**config.mk**
```make
export PLATFORM = sky130hd
export DESIGN_NAME = multi_queue_fifo_bank_top
export DESIGN_NICKNAME = d
export VERILOG_FILES = /design/src/rtl/core/mqfb_pkg.sv /design/src/rtl/core/mqfb_ram.sv /design/src/rtl/core/multi_queue_fifo_bank_top.sv
export SDC_FILE = /design/constraint.sdc
export NUM_CORES = 2
export LEC_CHECK = 0
export BUFFER_PORTS_ARGS = -buffer_cell sky130_fd_sc_hd__clkbuf_2
export CORE_AREA = 2 2 529 531
export CTS_BUF_LIST = sky130_fd_sc_hd__clkbuf_16
export DETAILED_ROUTE_END_ITERATION = 8
export DIE_AREA = 0 0 531 533
export PLACE_DENSITY_LB_ADDON = 0.25
export SYNTH_ARGS = -nofsm -noshare
export SYNTH_HDL_FRONTEND = slang
export SYNTH_SLANG_ARGS = --single-unit
```
**constraint.sdc**
```tcl
create_clock -name i_clk -period 19.48 [get_ports i_clk]
set_input_delay 2.922 -clock i_clk [delete_from_list [all_inputs] [get_ports i_clk]]
set_output_delay 2.922 -clock i_clk [all_outputs]
set_load 0.02 [all_outputs]
```
**src/rtl/core/mqfb_pkg.sv**
```systemverilog
// ============================================================================
// mqfb_pkg - shared constants, types and helpers of the multi-queue FIFO bank
// Sizes of the queue bank, operation and status codes, entry address math.
// ============================================================================
package mqfb_pkg;

    localparam int NUM_QUEUES  = 5;
    localparam int QUEUE_DEPTH = 16;

    localparam int QIDX_W   = (NUM_QUEUES > 1) ? $clog2(NUM_QUEUES) : 1;
    localparam int PTR_W    = (QUEUE_DEPTH > 1) ? $clog2(QUEUE_DEPTH) : 1;
    localparam int CNT_W    = $clog2(QUEUE_DEPTH + 1);
    localparam int ENTRIES  = NUM_QUEUES * QUEUE_DEPTH;
    localparam int ADDR_W   = (ENTRIES > 1) ? $clog2(ENTRIES) : 1;

    localparam int KIND_W   = 2;
    localparam int QNUM_W   = 3;
    localparam int STATUS_W = 2;
    localparam int TICKET_W = 32;

    typedef logic [QIDX_W-1:0]   t_qidx;
    typedef logic [PTR_W-1:0]    t_ptr;
    typedef logic [CNT_W-1:0]    t_cnt;
    typedef logic [ADDR_W-1:0]   t_addr;
    typedef logic [KIND_W-1:0]   t_kind;
    typedef logic [QNUM_W-1:0]   t_qnum;
    typedef logic [STATUS_W-1:0] t_status;
    typedef logic [TICKET_W-1:0] t_ticket;

    localparam t_ticket TICKET_START = t_ticket'(10);

    localparam t_kind KIND_ENQ   = 2'd0;
    localparam t_kind KIND_DEQ   = 2'd1;
    localparam t_kind KIND_DRAIN = 2'd2;

    localparam t_status ST_ENQUEUED = 2'd0;
    localparam t_status ST_FULL     = 2'd1;
    localparam t_status ST_SERVED   = 2'd2;
    localparam t_status ST_EMPTY    = 2'd3;

    // Flat entry address: queue base plus slot.
    function automatic t_addr entry_addr(input t_qidx q, input t_ptr p);
        return ADDR_W'(int'(q) * QUEUE_DEPTH + int'(p));
    endfunction

    // Advance a slot pointer, wrapping at the queue depth.
    function automatic t_ptr next_ptr(input t_ptr p);
        if (p == PTR_W'(QUEUE_DEPTH - 1)) begin
            return '0;
        end
        return p + PTR_W'(1);
    endfunction

endpackage

```
**src/rtl/core/mqfb_ram.sv**
```systemverilog
// ============================================================================
// mqfb_ram - generic simple dual-port RAM
// One write port, one read port, read data registered.
// ============================================================================
module mqfb_ram #(
    parameter int WIDTH = 32,
    parameter int DEPTH = 16,
    parameter int AW    = (DEPTH > 1) ? $clog2(DEPTH) : 1
) (
    input  logic             i_clk,
    input  logic             i_we,
    input  logic [AW-1:0]    i_waddr,
    input  logic [WIDTH-1:0] i_wdata,
    input  logic             i_re,
    input  logic [AW-1:0]    i_raddr,
    output logic [WIDTH-1:0] o_rdata
);

    logic [WIDTH-1:0] r_mem [DEPTH];
    logic [WIDTH-1:0] r_rdata;

    always_ff @(posedge i_clk) begin
        if (i_we) begin
            r_mem[i_waddr] <= i_wdata;
        end
        if (i_re) begin
            r_rdata <= r_mem[i_raddr];
        end
    end

    assign o_rdata = r_rdata;

endmodule

```
**src/rtl/core/multi_queue_fifo_bank_top.sv**
```systemverilog
// ============================================================================
// multi_queue_fifo_bank_top - bank of independent bounded ticket queues
// Enqueue stores a fresh ticket from a shared counter, dequeue serves the
// oldest entry, drain serves every entry of a queue oldest first.
// ============================================================================
//
//  channel | direction | handshake              | words
//  --------+-----------+------------------------+-------------------------------
//  in      | to block  | i_in_valid / o_in_stall | i_kind, i_queue_index
//  out     | from block| o_out_valid / i_out_stall| o_status, o_queue_number,
//          |           |                        | o_ticket, o_last
//
//  Sequence: enqueue, full, empty and ignored words are handled while idle. A
//  dequeue that serves an entry reads the entry RAM while idle and loads the
//  result register in the data state. A drain reads its first entry while
//  idle and the rest in the issue state, and loads each in the data state.
//  Reset: synchronous, active low; clears pointers, fill counts, the state
//  and the result register's valid; the ticket counter restarts at ten.
//  The entry RAM is not cleared: fill counts guard every read.
//  Stalls: one result register on the output; a new word is taken while the
//  last result is being taken. Output stall holds the sequencer before reads.
// ============================================================================
module multi_queue_fifo_bank_top (
    input  logic                     i_clk,
    input  logic                     i_rst_n,
    input  logic                     i_in_valid,
    output logic                     o_in_stall,
    input  mqfb_pkg::t_kind          i_kind,
    input  logic [2:0]               i_queue_index,
    output logic                     o_out_valid,
    input  logic                     i_out_stall,
    output mqfb_pkg::t_status        o_status,
    output mqfb_pkg::t_qnum          o_queue_number,
    output mqfb_pkg::t_ticket        o_ticket,
    output logic                     o_last
);

    import mqfb_pkg::*;

    // Sequencer codes
    localparam logic [1:0] S_IDLE  = 2'd0;  // take a word
    localparam logic [1:0] S_ISSUE = 2'd1;  // drain: wait for room, then read
    localparam logic [1:0] S_DATA  = 2'd2;  // RAM word arrives, load result

    logic [1:0] r_state, n_state;
    t_ptr       r_head  [NUM_QUEUES];
    t_ptr       n_head  [NUM_QUEUES];
    t_ptr       r_tail  [NUM_QUEUES];
    t_ptr       n_tail  [NUM_QUEUES];
    t_cnt       r_count [NUM_QUEUES];
    t_cnt       n_count [NUM_QUEUES];
    t_ticket    r_ticket, n_ticket;
    t_qidx      r_q, n_q;
    logic       r_deq, n_deq;

    // Result register
    logic       r_out_valid, n_out_valid;
    t_status    r_status, n_status;
    t_qnum      r_qnum, n_qnum;
    t_ticket    r_out_ticket, n_out_ticket;
    logic       r_last, n_last;

    // Entry RAM ports
    logic       ram_we, ram_re;
    t_addr      ram_waddr, ram_raddr;
    t_ticket    ram_rdata;

    logic       out_free, in_acc, in_range, enq_ok;
    t_qidx      q_in;

    assign out_free   = !r_out_valid || !i_out_stall;
    assign o_in_stall = !((r_state == S_IDLE) && out_free);
    assign in_acc     = i_in_valid && !o_in_stall;
    assign in_range   = int'(i_queue_index) < NUM_QUEUES;
    assign q_in       = QIDX_W'(i_queue_index);
    assign enq_ok     = in_acc && in_range && (i_kind == KIND_ENQ)
                        && (r_count[q_in] < CNT_W'(QUEUE_DEPTH));

    always_comb begin
        n_state      = r_state;
        n_head       = r_head;
        n_tail       = r_tail;
        n_count      = r_count;
        n_ticket     = r_ticket;
        n_q          = r_q;
        n_deq        = r_deq;
        n_out_valid  = r_out_valid && i_out_stall;  // drop once taken
        n_status     = r_status;
        n_qnum       = r_qnum;
        n_out_ticket = r_out_ticket;
        n_last       = r_last;
        ram_we       = 1'b0;
        ram_re       = 1'b0;
        ram_waddr    = '0;
        ram_raddr    = '0;

        unique case (r_state)
            S_IDLE: begin
                if (in_acc && in_range) begin
                    case (i_kind)
                        KIND_ENQ: begin
                            n_out_valid = 1'b1;
                            n_qnum      = i_queue_index;
                            n_last      = 1'b1;
                            if (enq_ok) begin
                                n_ticket       = r_ticket + TICKET_W'(1);
                                ram_we         = 1'b1;
                                ram_waddr      = entry_addr(q_in, r_tail[q_in]);
                                n_tail[q_in]   = next_ptr(r_tail[q_in]);
                                n_count[q_in]  = r_count[q_in] + CNT_W'(1);
                                n_status       = ST_ENQUEUED;
                                n_out_ticket   = n_ticket;
                            end else begin
                                n_status     = ST_FULL;
                                n_out_ticket = '0;
                            end
                        end
                        KIND_DEQ: begin
                            if (r_count[q_in] == '0) begin
                                n_out_valid  = 1'b1;
                                n_status     = ST_EMPTY;
                                n_qnum       = i_queue_index;
                                n_out_ticket = '0;
                                n_last       = 1'b1;
                            end else begin
                                // Pop now, data shows up next cycle
                                ram_re        = 1'b1;
                                ram_raddr     = entry_addr(q_in, r_head[q_in]);
                                n_head[q_in]  = next_ptr(r_head[q_in]);
                                n_count[q_in] = r_count[q_in] - CNT_W'(1);
                                n_q           = q_in;
                                n_deq         = 1'b1;
                                n_state       = S_DATA;
                            end
                        end
                        KIND_DRAIN: begin
                            if (r_count[q_in] != '0) begin
                                ram_re        = 1'b1;
                                ram_raddr     = entry_addr(q_in, r_head[q_in]);
                                n_head[q_in]  = next_ptr(r_head[q_in]);
                                n_count[q_in] = r_count[q_in] - CNT_W'(1);
                                n_q           = q_in;
                                n_deq         = 1'b0;
                                n_state       = S_DATA;
                            end
                        end
                        default: begin
                        end
                    endcase
                end
            end
            S_ISSUE: begin
                // Read only when the result register will be empty on arrival
                if (out_free) begin
                    ram_re       = 1'b1;
                    ram_raddr    = entry_addr(r_q, r_head[r_q]);
                    n_head[r_q]  = next_ptr(r_head[r_q]);
                    n_count[r_q] = r_count[r_q] - CNT_W'(1);
                    n_state      = S_DATA;
                end
            end
            S_DATA: begin
                n_out_valid  = 1'b1;
                n_status     = ST_SERVED;
                n_qnum       = QNUM_W'(r_q);
                n_out_ticket = ram_rdata;
                n_last       = r_deq || (r_count[r_q] == '0);
                n_state      = (r_deq || (r_count[r_q] == '0)) ? S_IDLE : S_ISSUE;
            end
            default: begin
                n_state = S_IDLE;
            end
        endcase
    end

    always_ff @(posedge i_clk) begin
        if (!i_rst_n) begin
            r_state     <= S_IDLE;
            r_ticket    <= TICKET_START;
            r_q         <= '0;
            r_deq       <= 1'b0;
            r_out_valid <= 1'b0;
            for (int i = 0; i < NUM_QUEUES; i++) begin
                r_head[i]  <= '0;
                r_tail[i]  <= '0;
                r_count[i] <= '0;
            end
        end else begin
            r_state     <= n_state;
            r_ticket    <= n_ticket;
            r_q         <= n_q;
            r_deq       <= n_deq;
            r_out_valid <= n_out_valid;
            r_head      <= n_head;
            r_tail      <= n_tail;
            r_count     <= n_count;
        end
    end

    // Result payload, no reset
    always_ff @(posedge i_clk) begin
        r_status     <= n_status;
        r_qnum       <= n_qnum;
        r_out_ticket <= n_out_ticket;
        r_last       <= n_last;
    end

    mqfb_ram #(
        .WIDTH (TICKET_W),
        .DEPTH (ENTRIES)
    ) u_entry_ram (
        .i_clk   (i_clk),
        .i_we    (ram_we),
        .i_waddr (ram_waddr),
        .i_wdata (n_ticket),
        .i_re    (ram_re),
        .i_raddr (ram_raddr),
        .o_rdata (ram_rdata)
    );

    assign o_out_valid    = r_out_valid;
    assign o_status       = r_status;
    assign o_queue_number = r_qnum;
    assign o_ticket       = r_out_ticket;
    assign o_last         = r_last;

    // A RAM word must never land on a pending result
    a_data_slot_free: assert property (@(posedge i_clk) disable iff (!i_rst_n)
        (r_state == S_DATA) |-> !r_out_valid)
        else $error("RAM word arrives while result register is occupied");

    // Fill count of the active queue stays within the depth
    a_count_bound: assert property (@(posedge i_clk) disable iff (!i_rst_n)
        r_count[r_q] <= CNT_W'(QUEUE_DEPTH))
        else $error("fill count exceeds queue depth");

    // A served entry that empties the queue ends the operation
    a_drain_end: assert property (@(posedge i_clk) disable iff (!i_rst_n)
        (r_state == S_DATA && r_count[r_q] == '0) |=> (r_state == S_IDLE && r_last))
        else $error("drain did not end on the final entry");

    // Successful enqueue advances the ticket counter by one and reports it
    a_ticket_step: assert property (@(posedge i_clk) disable iff (!i_rst_n)
        enq_ok |=> (r_ticket == $past(r_ticket) + TICKET_W'(1)
                    && r_out_ticket == r_ticket && r_out_valid))
        else $error("ticket counter did not advance on enqueue");

    // Counter holds on anything but a successful enqueue
    a_ticket_hold: assert property (@(posedge i_clk) disable iff (!i_rst_n)
        !enq_ok |=> $stable(r_ticket))
        else $error("ticket counter moved without an enqueue");

endmodule
```
Word level (Yosys, flattened, before mapping):

Memory sizes are Yosys's and may differ from the RTL's. A register that Yosys moved wholly into a read port is not among the register bits.
Cells that the tools add are included.
W data, S select, Z words.

* input port bits: 9
* bits in writable memories: 2560
* output and inout port bits: 40
* ROM bits: 0
* bits in latches: 0
* register bits: 142
* memories: 1

* multiplexer cells: 142
* div/mod/pow operators: 0
* $add $sub $neg: 10
* bitwise logic cells: 2
* order comparisons: 6
* reductions and logical operators: 27
* multiply operators: 0
* eq/ne operators: 18
* shift operators: 0

Memory list
* u_entry_ram.r_mem: words 80, width 32, read ports 1, clocked after memory_dff 1, wr ports 1, line mqfb_ram.sv:19 `logic [WIDTH-1:0] r_mem [DEPTH];`

Operators by type and width (number)
* $mux W32: 7
* $pmux W32 S2: 2
* $mux W25: 5
* $mux W4: 29
* $bwmux W20: 4
* $mux W20: 4
* $pmux W20 S2: 2
* $bwmux W25: 3
* $pmux W25 S3: 1
* $mux W7: 8
* $pmux W25 S2: 1
* $bmux W4 S3: 3
* $mux W1: 35
* $add A32 B1 Y32 const B: 1
* $bmux W5 S3: 2
* $demux W5 S3: 2
* $mux W5: 6
* $pmux W7 S2: 2
* $demux W4 S3: 2
* $add A7 B4 Y7: 3
* $pmux W3 S2: 3
* $pmux W1 S2: 7
* $add A4 B1 Y4 const B: 3
* $eq A4 B4 Y1 const B: 3
* other kinds (29): 67

Logic depth before layout (Yosys ltp):

* word-level depth: 20
* gate-level depth with buffers: 24
* depth with buffers taken out: 16

Modules after synthesis:

From an unflattened synthesis, not the netlist that was laid out.

* cell total of the unflattened synthesis: 5245
* area total of the unflattened synthesis: 107359.2 um2

By module, submodules not included
* mqfb_ram: cells each 4312, instances 1, sequential area each 77834.6 um2, area an instance 98878.6 um2
* multi_queue_fifo_bank_top: cells each 933, instances 1, sequential area each 3223.1 um2, area an instance 8480.6 um2

Worst setup path after synthesis:

OpenSTA, ideal clock, no wires.

* kind: input to register
* from: input i_queue_index[0]
* to: memory u_entry_ram.r_mem[0][0] (data pin)
* stages: 9
* setup time: 832 ps
* setup slack: 10870 ps
* arrival: 7778 ps
* buffers on the path: 2
* cells stage by stage: buf_6 > mux2i_1 > nor2_1 > o31ai_4 > nand3_1 > inv_1 > clkbuf_1 > ha_1 > o21ai_0

* cells in the longest elaborated chain, start to end: 10
* elaborated cells between the ends (all ways): 13
* classes of those cells: 2 x order compare; 7 x mux; 1 x bitwise; 3 x reduce/logical

Ends and longest elaborated chain
* from (decl): line multi_queue_fifo_bank_top.sv:29 `input logic [2:0] i_queue_index,`
* $not A3 Y4 (not written as such): line multi_queue_fifo_bank_top.sv:77 `&& (r_count[q_in] < CNT_W'(QUEUE_DEPTH));`
* $bmux W5 S3: line multi_queue_fifo_bank_top.sv:77
* $mux W5 (not written as such) (2 in series): line multi_queue_fifo_bank_top.sv:77
* $lt A5 B5 Y1: line multi_queue_fifo_bank_top.sv:77
* $logic_and A1 B1 Y1: line multi_queue_fifo_bank_top.sv:77
* $mux W32: line multi_queue_fifo_bank_top.sv:105 `if (enq_ok) begin`
* $mux W32: line multi_queue_fifo_bank_top.sv:100 `case (i_kind)`
* $mux W32 (*): line multi_queue_fifo_bank_top.sv:99 `if (in_acc && in_range) begin`
* $mux W32 (*): line multi_queue_fifo_bank_top.sv:97 `unique case (r_state)`
* net n_ticket[0]: line multi_queue_fifo_bank_top.sv:52 `t_ticket r_ticket, n_ticket;`
* to (decl): line mqfb_ram.sv:19

The timed path passes the listed nets; every way through them passes the cells marked *. The select of a mux whose other input is x is not followed.

Final worst setup path:

* from: input i_queue_index[0]
* to: register u_entry_ram.r_rdata[14], in the netlist u_entry_ram.o_rdata[14], read port of u_entry_ram.r_mem (data pin)

* cells in the longest elaborated chain, start to end: 9
* elaborated cells between the ends (all ways): 22
* classes of those cells: 1 x add/sub; 1 x order compare; 16 x mux; 1 x bitwise; 3 x reduce/logical

Ends and longest elaborated chain
* $not A3 Y4 (not written as such)
* $bmux W4 S3 / $bmux W5 S3 (equally long branches)
* $mux W4 (not written as such) / $mux W5 (equally long branches) (2 in series)
* $add A7 B4 Y7 (tied with other cells): line mqfb_pkg.sv:43 `return ADDR_W'(int'(q) * QUEUE_DEPTH + int'(p));`
* $mux W7 (tied with other cells): line multi_queue_fifo_bank_top.sv:137 `if (r_count[q_in] != '0) begin`
* $pmux W7 S2 / $pmux W1 S2 (equally long branches): line multi_queue_fifo_bank_top.sv:100
* $mux W7 / $mux W1 (equally long branches): line multi_queue_fifo_bank_top.sv:99
* $pmux W7 S2 / $pmux W1 S2 (equally long branches): line multi_queue_fifo_bank_top.sv:97
* to (decl): line mqfb_ram.sv:20 `logic [WIDTH-1:0] r_rdata;`

Parallel ways exist; a longest one is shown, timed or not. The select of a mux whose other input is x is not followed.
A chain may end at the register's enable or synchronous reset.

==> impl_metrics.env <==
export IMPL_outcome="finished with violations"
export IMPL_violations="max-capacitance violations"
export IMPL_fin_util_pct=45.0
export IMPL_ys_ff_latch=2734
export IMPL_path_clk_slew_ns=0.06
export IMPL_crit_fanout=159
export IMPL_synth_cells=8262
export IMPL_critical_path_class="in -> reg"
export IMPL_cp_end_kind="flop"
export IMPL_grt_pass1_vias=68600
export IMPL_port_buffers=48
export IMPL_synthArstFlopShare_pct=0
export IMPL_finalHoldViolCount=0
export IMPL_max_slew_worst_pin_slew_ns=1.45
export IMPL_dp_hpwl_mm=204
export IMPL_grt_pass1_wl_mm=525
export IMPL_yosys_most_used_dff="edfxtp_1"
export IMPL_regArea_um2=81100
export IMPL_grt_setup_unrepaired="no"
export IMPL_clk_path_buf_depth=4
export IMPL_htree_levels=5
export IMPL_start_util_pct=39.7
export IMPL_die_w_um=531
export IMPL_ctsHoldBuffers=0
export IMPL_gp_congestion=0.897
export IMPL_hold_class="reg -> reg"
export IMPL_power_density_nw_per_um2=95.3
export IMPL_drt_wl_total_mm=377
export IMPL_ant_nets=0
export IMPL_syn_area_per_cell_um2=13.4
export IMPL_post_place_ws_ns=9.02
export IMPL_crit_arrival_ns=10.61
export IMPL_rows=194
export IMPL_cts_sinks=2734
export IMPL_yosysWarningCount=0
export IMPL_cts_resized=0
export IMPL_syn_cell_area_um2=110000
export IMPL_antenna_found_initial=32
export IMPL_cp_required_ns=20.28
export IMPL_peakVddDrop_v=0.000110
export IMPL_overflow=0
export IMPL_nets=8353
export IMPL_cp_start_kind="input port"
export IMPL_timing_setup_tns_ns=0
export IMPL_drc=0
export IMPL_synth_edf_count=2630
export IMPL_dr_pass1_iters=6
export IMPL_timing_hold_ws_ns=0.476
export IMPL_clock_fmax_ghz=0.102
export IMPL_insertion_delay_ns=0.98
export IMPL_grt_max_degree=163
export IMPL_drt_iter0_drc=11300
export IMPL_p_leak_uw=0.0439
export IMPL_syn_nets=8284
export IMPL_fillCellCount=24500
export IMPL_drv_cap=1
export IMPL_clockRootBuffer="clkbuf_16"
export IMPL_design_core_area_um2=278000
export IMPL_via_per_inst=6.01
export IMPL_die_y_um=533
export IMPL_drive_gt1_share_pct=10.6
export IMPL_setup_violations=0
export IMPL_period_needed_ns=9.82
export IMPL_drv_slew=0
export IMPL_post_drt_wl_per_cell_um=30.7
export IMPL_ios=49
export IMPL_timing_final_ws_setup_ns=9.66
export IMPL_period_share_pct=50.4
export IMPL_numCtsBuffers=304
export IMPL_cts_tree="done"
export IMPL_postCtsSetupRepairBufs=0
export IMPL_die_area_um2=283000
export IMPL_yosys_cell_types_count=95
export IMPL_multiInputGateArea_um2=27600
export IMPL_num_vias=73800
export IMPL_skew_ns=0.0572
export IMPL_area_growth_pct=13.4
export IMPL_slew_headroom_pct=1.09
export IMPL_grt_usage_pct=26.0
export IMPL_yosysSeqAreaShare_pct=73.5
## flip-flops by register name, indices dropped and copies added, names as in the netlist
register / cells
u_entry_ram.r_mem: 2560
o_ticket: 32
r_ticket: 32
u_entry_ram.o_rdata: 32
r_count: 25
r_head: 20
r_tail: 20
o_queue_number: 3
r_q: 3
o_status: 2
r_state: 2
o_last: 1
o_out_valid: 1
r_deq: 1
## critical path, cell delays in order
cell	delay, ns
clkbuf_2	0.43
nor2_1	0.62
nand3_1	0.16
nand2_1	0.28
inv_1	0.12
ha_1	0.20
a21boi_2	0.17
o2111ai_4	0.20
o21ai_4	0.22
buf_4	0.33
nand2_8	0.53
buf_4	0.70
buf_12	0.65
buf_4	0.65
a211oi_1	0.17
a31oi_1	0.18
o22ai_1	0.10
nor3_1	0.78
a21oi_1	0.55
nand3_1	0.27
## final timing paths
path	start	end	slack, ns	cells past startpoint
hold reg to reg	r_head[9]	r_head[9]	0.48	2
setup / recovery	i_queue_index[0]	u_entry_ram.o_rdata[14]	9.66	20
setup reg to reg	r_q[2]	u_entry_ram.o_rdata[0]	11.52	13
hold / removal	r_head[9]	r_head[9]	0.48	2
## synthesized netlist by cell type, types with 13 or more instances
master	count	area share, %
nand4_1	52	0.29
nor4_1	28	0.16
dfxtp_1	104	1.9
nand2_1	2051	7.0
o22ai_1	67	0.38
mux2i_1	203	1.8
edfxtp_1	2630	72
and3_1	262	1.5
a211oi_1	212	1.4
o21ai_0	130	0.59
nor3_1	61	0.28
nand3_1	596	2.7
ha_1	13	0.15
and2_1	41	0.23
or3_1	13	0.074
clkbuf_1	175	0.60
a32oi_1	57	0.45
inv_1	16	0.054
a2111oi_0	21	0.17
a22oi_1	83	0.56
a31oi_1	282	1.6
xnor2_1	36	0.29
a21oi_1	245	1.1
a22o_1	18	0.14
buf_1	33	0.11
a311oi_1	21	0.17
buf_2	250	1.1
o221ai_1	27	0.21
xor2_1	34	0.27
nor2_1	237	0.81
buf_4	71	0.48
buf_6	19	0.19
## kinds of logic (layout without fill, tap and decap cells)
logic type	after synthesis	in the layout	synth area share, %
other	0	10	0
and+or+nand+nor	3389	3389	13.3
DFF	2734	2734	73.5
adders and majority gates	13	13	0.147
AOI/OAI and AO/OA	1266	1266	7.75
xor gates and xnor gates	70	70	0.556
muxes	222	222	2.14
buffers and inverters	568	854	2.61
## where the power goes
group	leakage (uW)	internal [uW]	total, uW	switching, uW
clock network	0.00482	3170	5460	2280
registers	0.0268	6360	6360	4.00
logic	0.0123	24.1	101	76.7
total	0.0439	9550	11900	2360
## cell type report
class                      instances  share of cell area (%)
sequential                      2734                    64.8
multi-input combinational       4960                    22.1
clock buffer                     312                    6.24
tap                             3724                    3.72
timing repair buffer             313                    1.88
clock inverter                   211                    1.19
inverter                          18                  0.0540
antenna                           10                  0.0200
## routing by layer
metal | vias to the layer above | GRT usage (%) | wire (um)
met2 | 4403 | 39.8 | 170000
met4 | 10 | 10.6 | 16600
met3 | 735 | 5.62 | 42500
li1 | 31100 | - | -
met1 | 37500 | 36.0 | 148000
met5 | - | 0 | 65
## stage by stage
| step | cells | instance area (um^2) | power, uW |
|---|---|---|---|
| 3_3_place_gp | 11700 | 116000 | 6580 |
| 3_5_place_dp | 11700 | 116000 | 6580 |
| 5_1_grt | 12300 | 125000 | 12200 |
| 4_1_cts | 12300 | 125000 | 12000 |
| 2_1_floorplan | 8262 | 110000 | 6540 |
| 6_report | 12300 | 125000 | 11900 |
## cell usage in the layout (no fill, tap or decap), drive strengths merged, types with 9 or more instances in the layout
master,count
a2111oi,21
a211oi,214
a21oi,246
a221oi,11
a22o,18
a22oi,83
a311oi,22
a31oi,282
a32o,11
a32oi,59
and2,42
and3,262
buf,265
bufinv,22
clkbuf,360
clkinv,122
dfxtp,104
diode,10
edfxtp,2630
ha,13
inv,82
mux2,9
mux2i,203
mux4,10
nand2,2056
nand3,596
nand4,52
nor2,242
nor3,62
nor4,28
o211ai,9
o21ai,138
o221ai,27
o22ai,69
o32ai,9
or3,13
xnor2,36
xor2,34
Power figures use the tool's default switching activity.
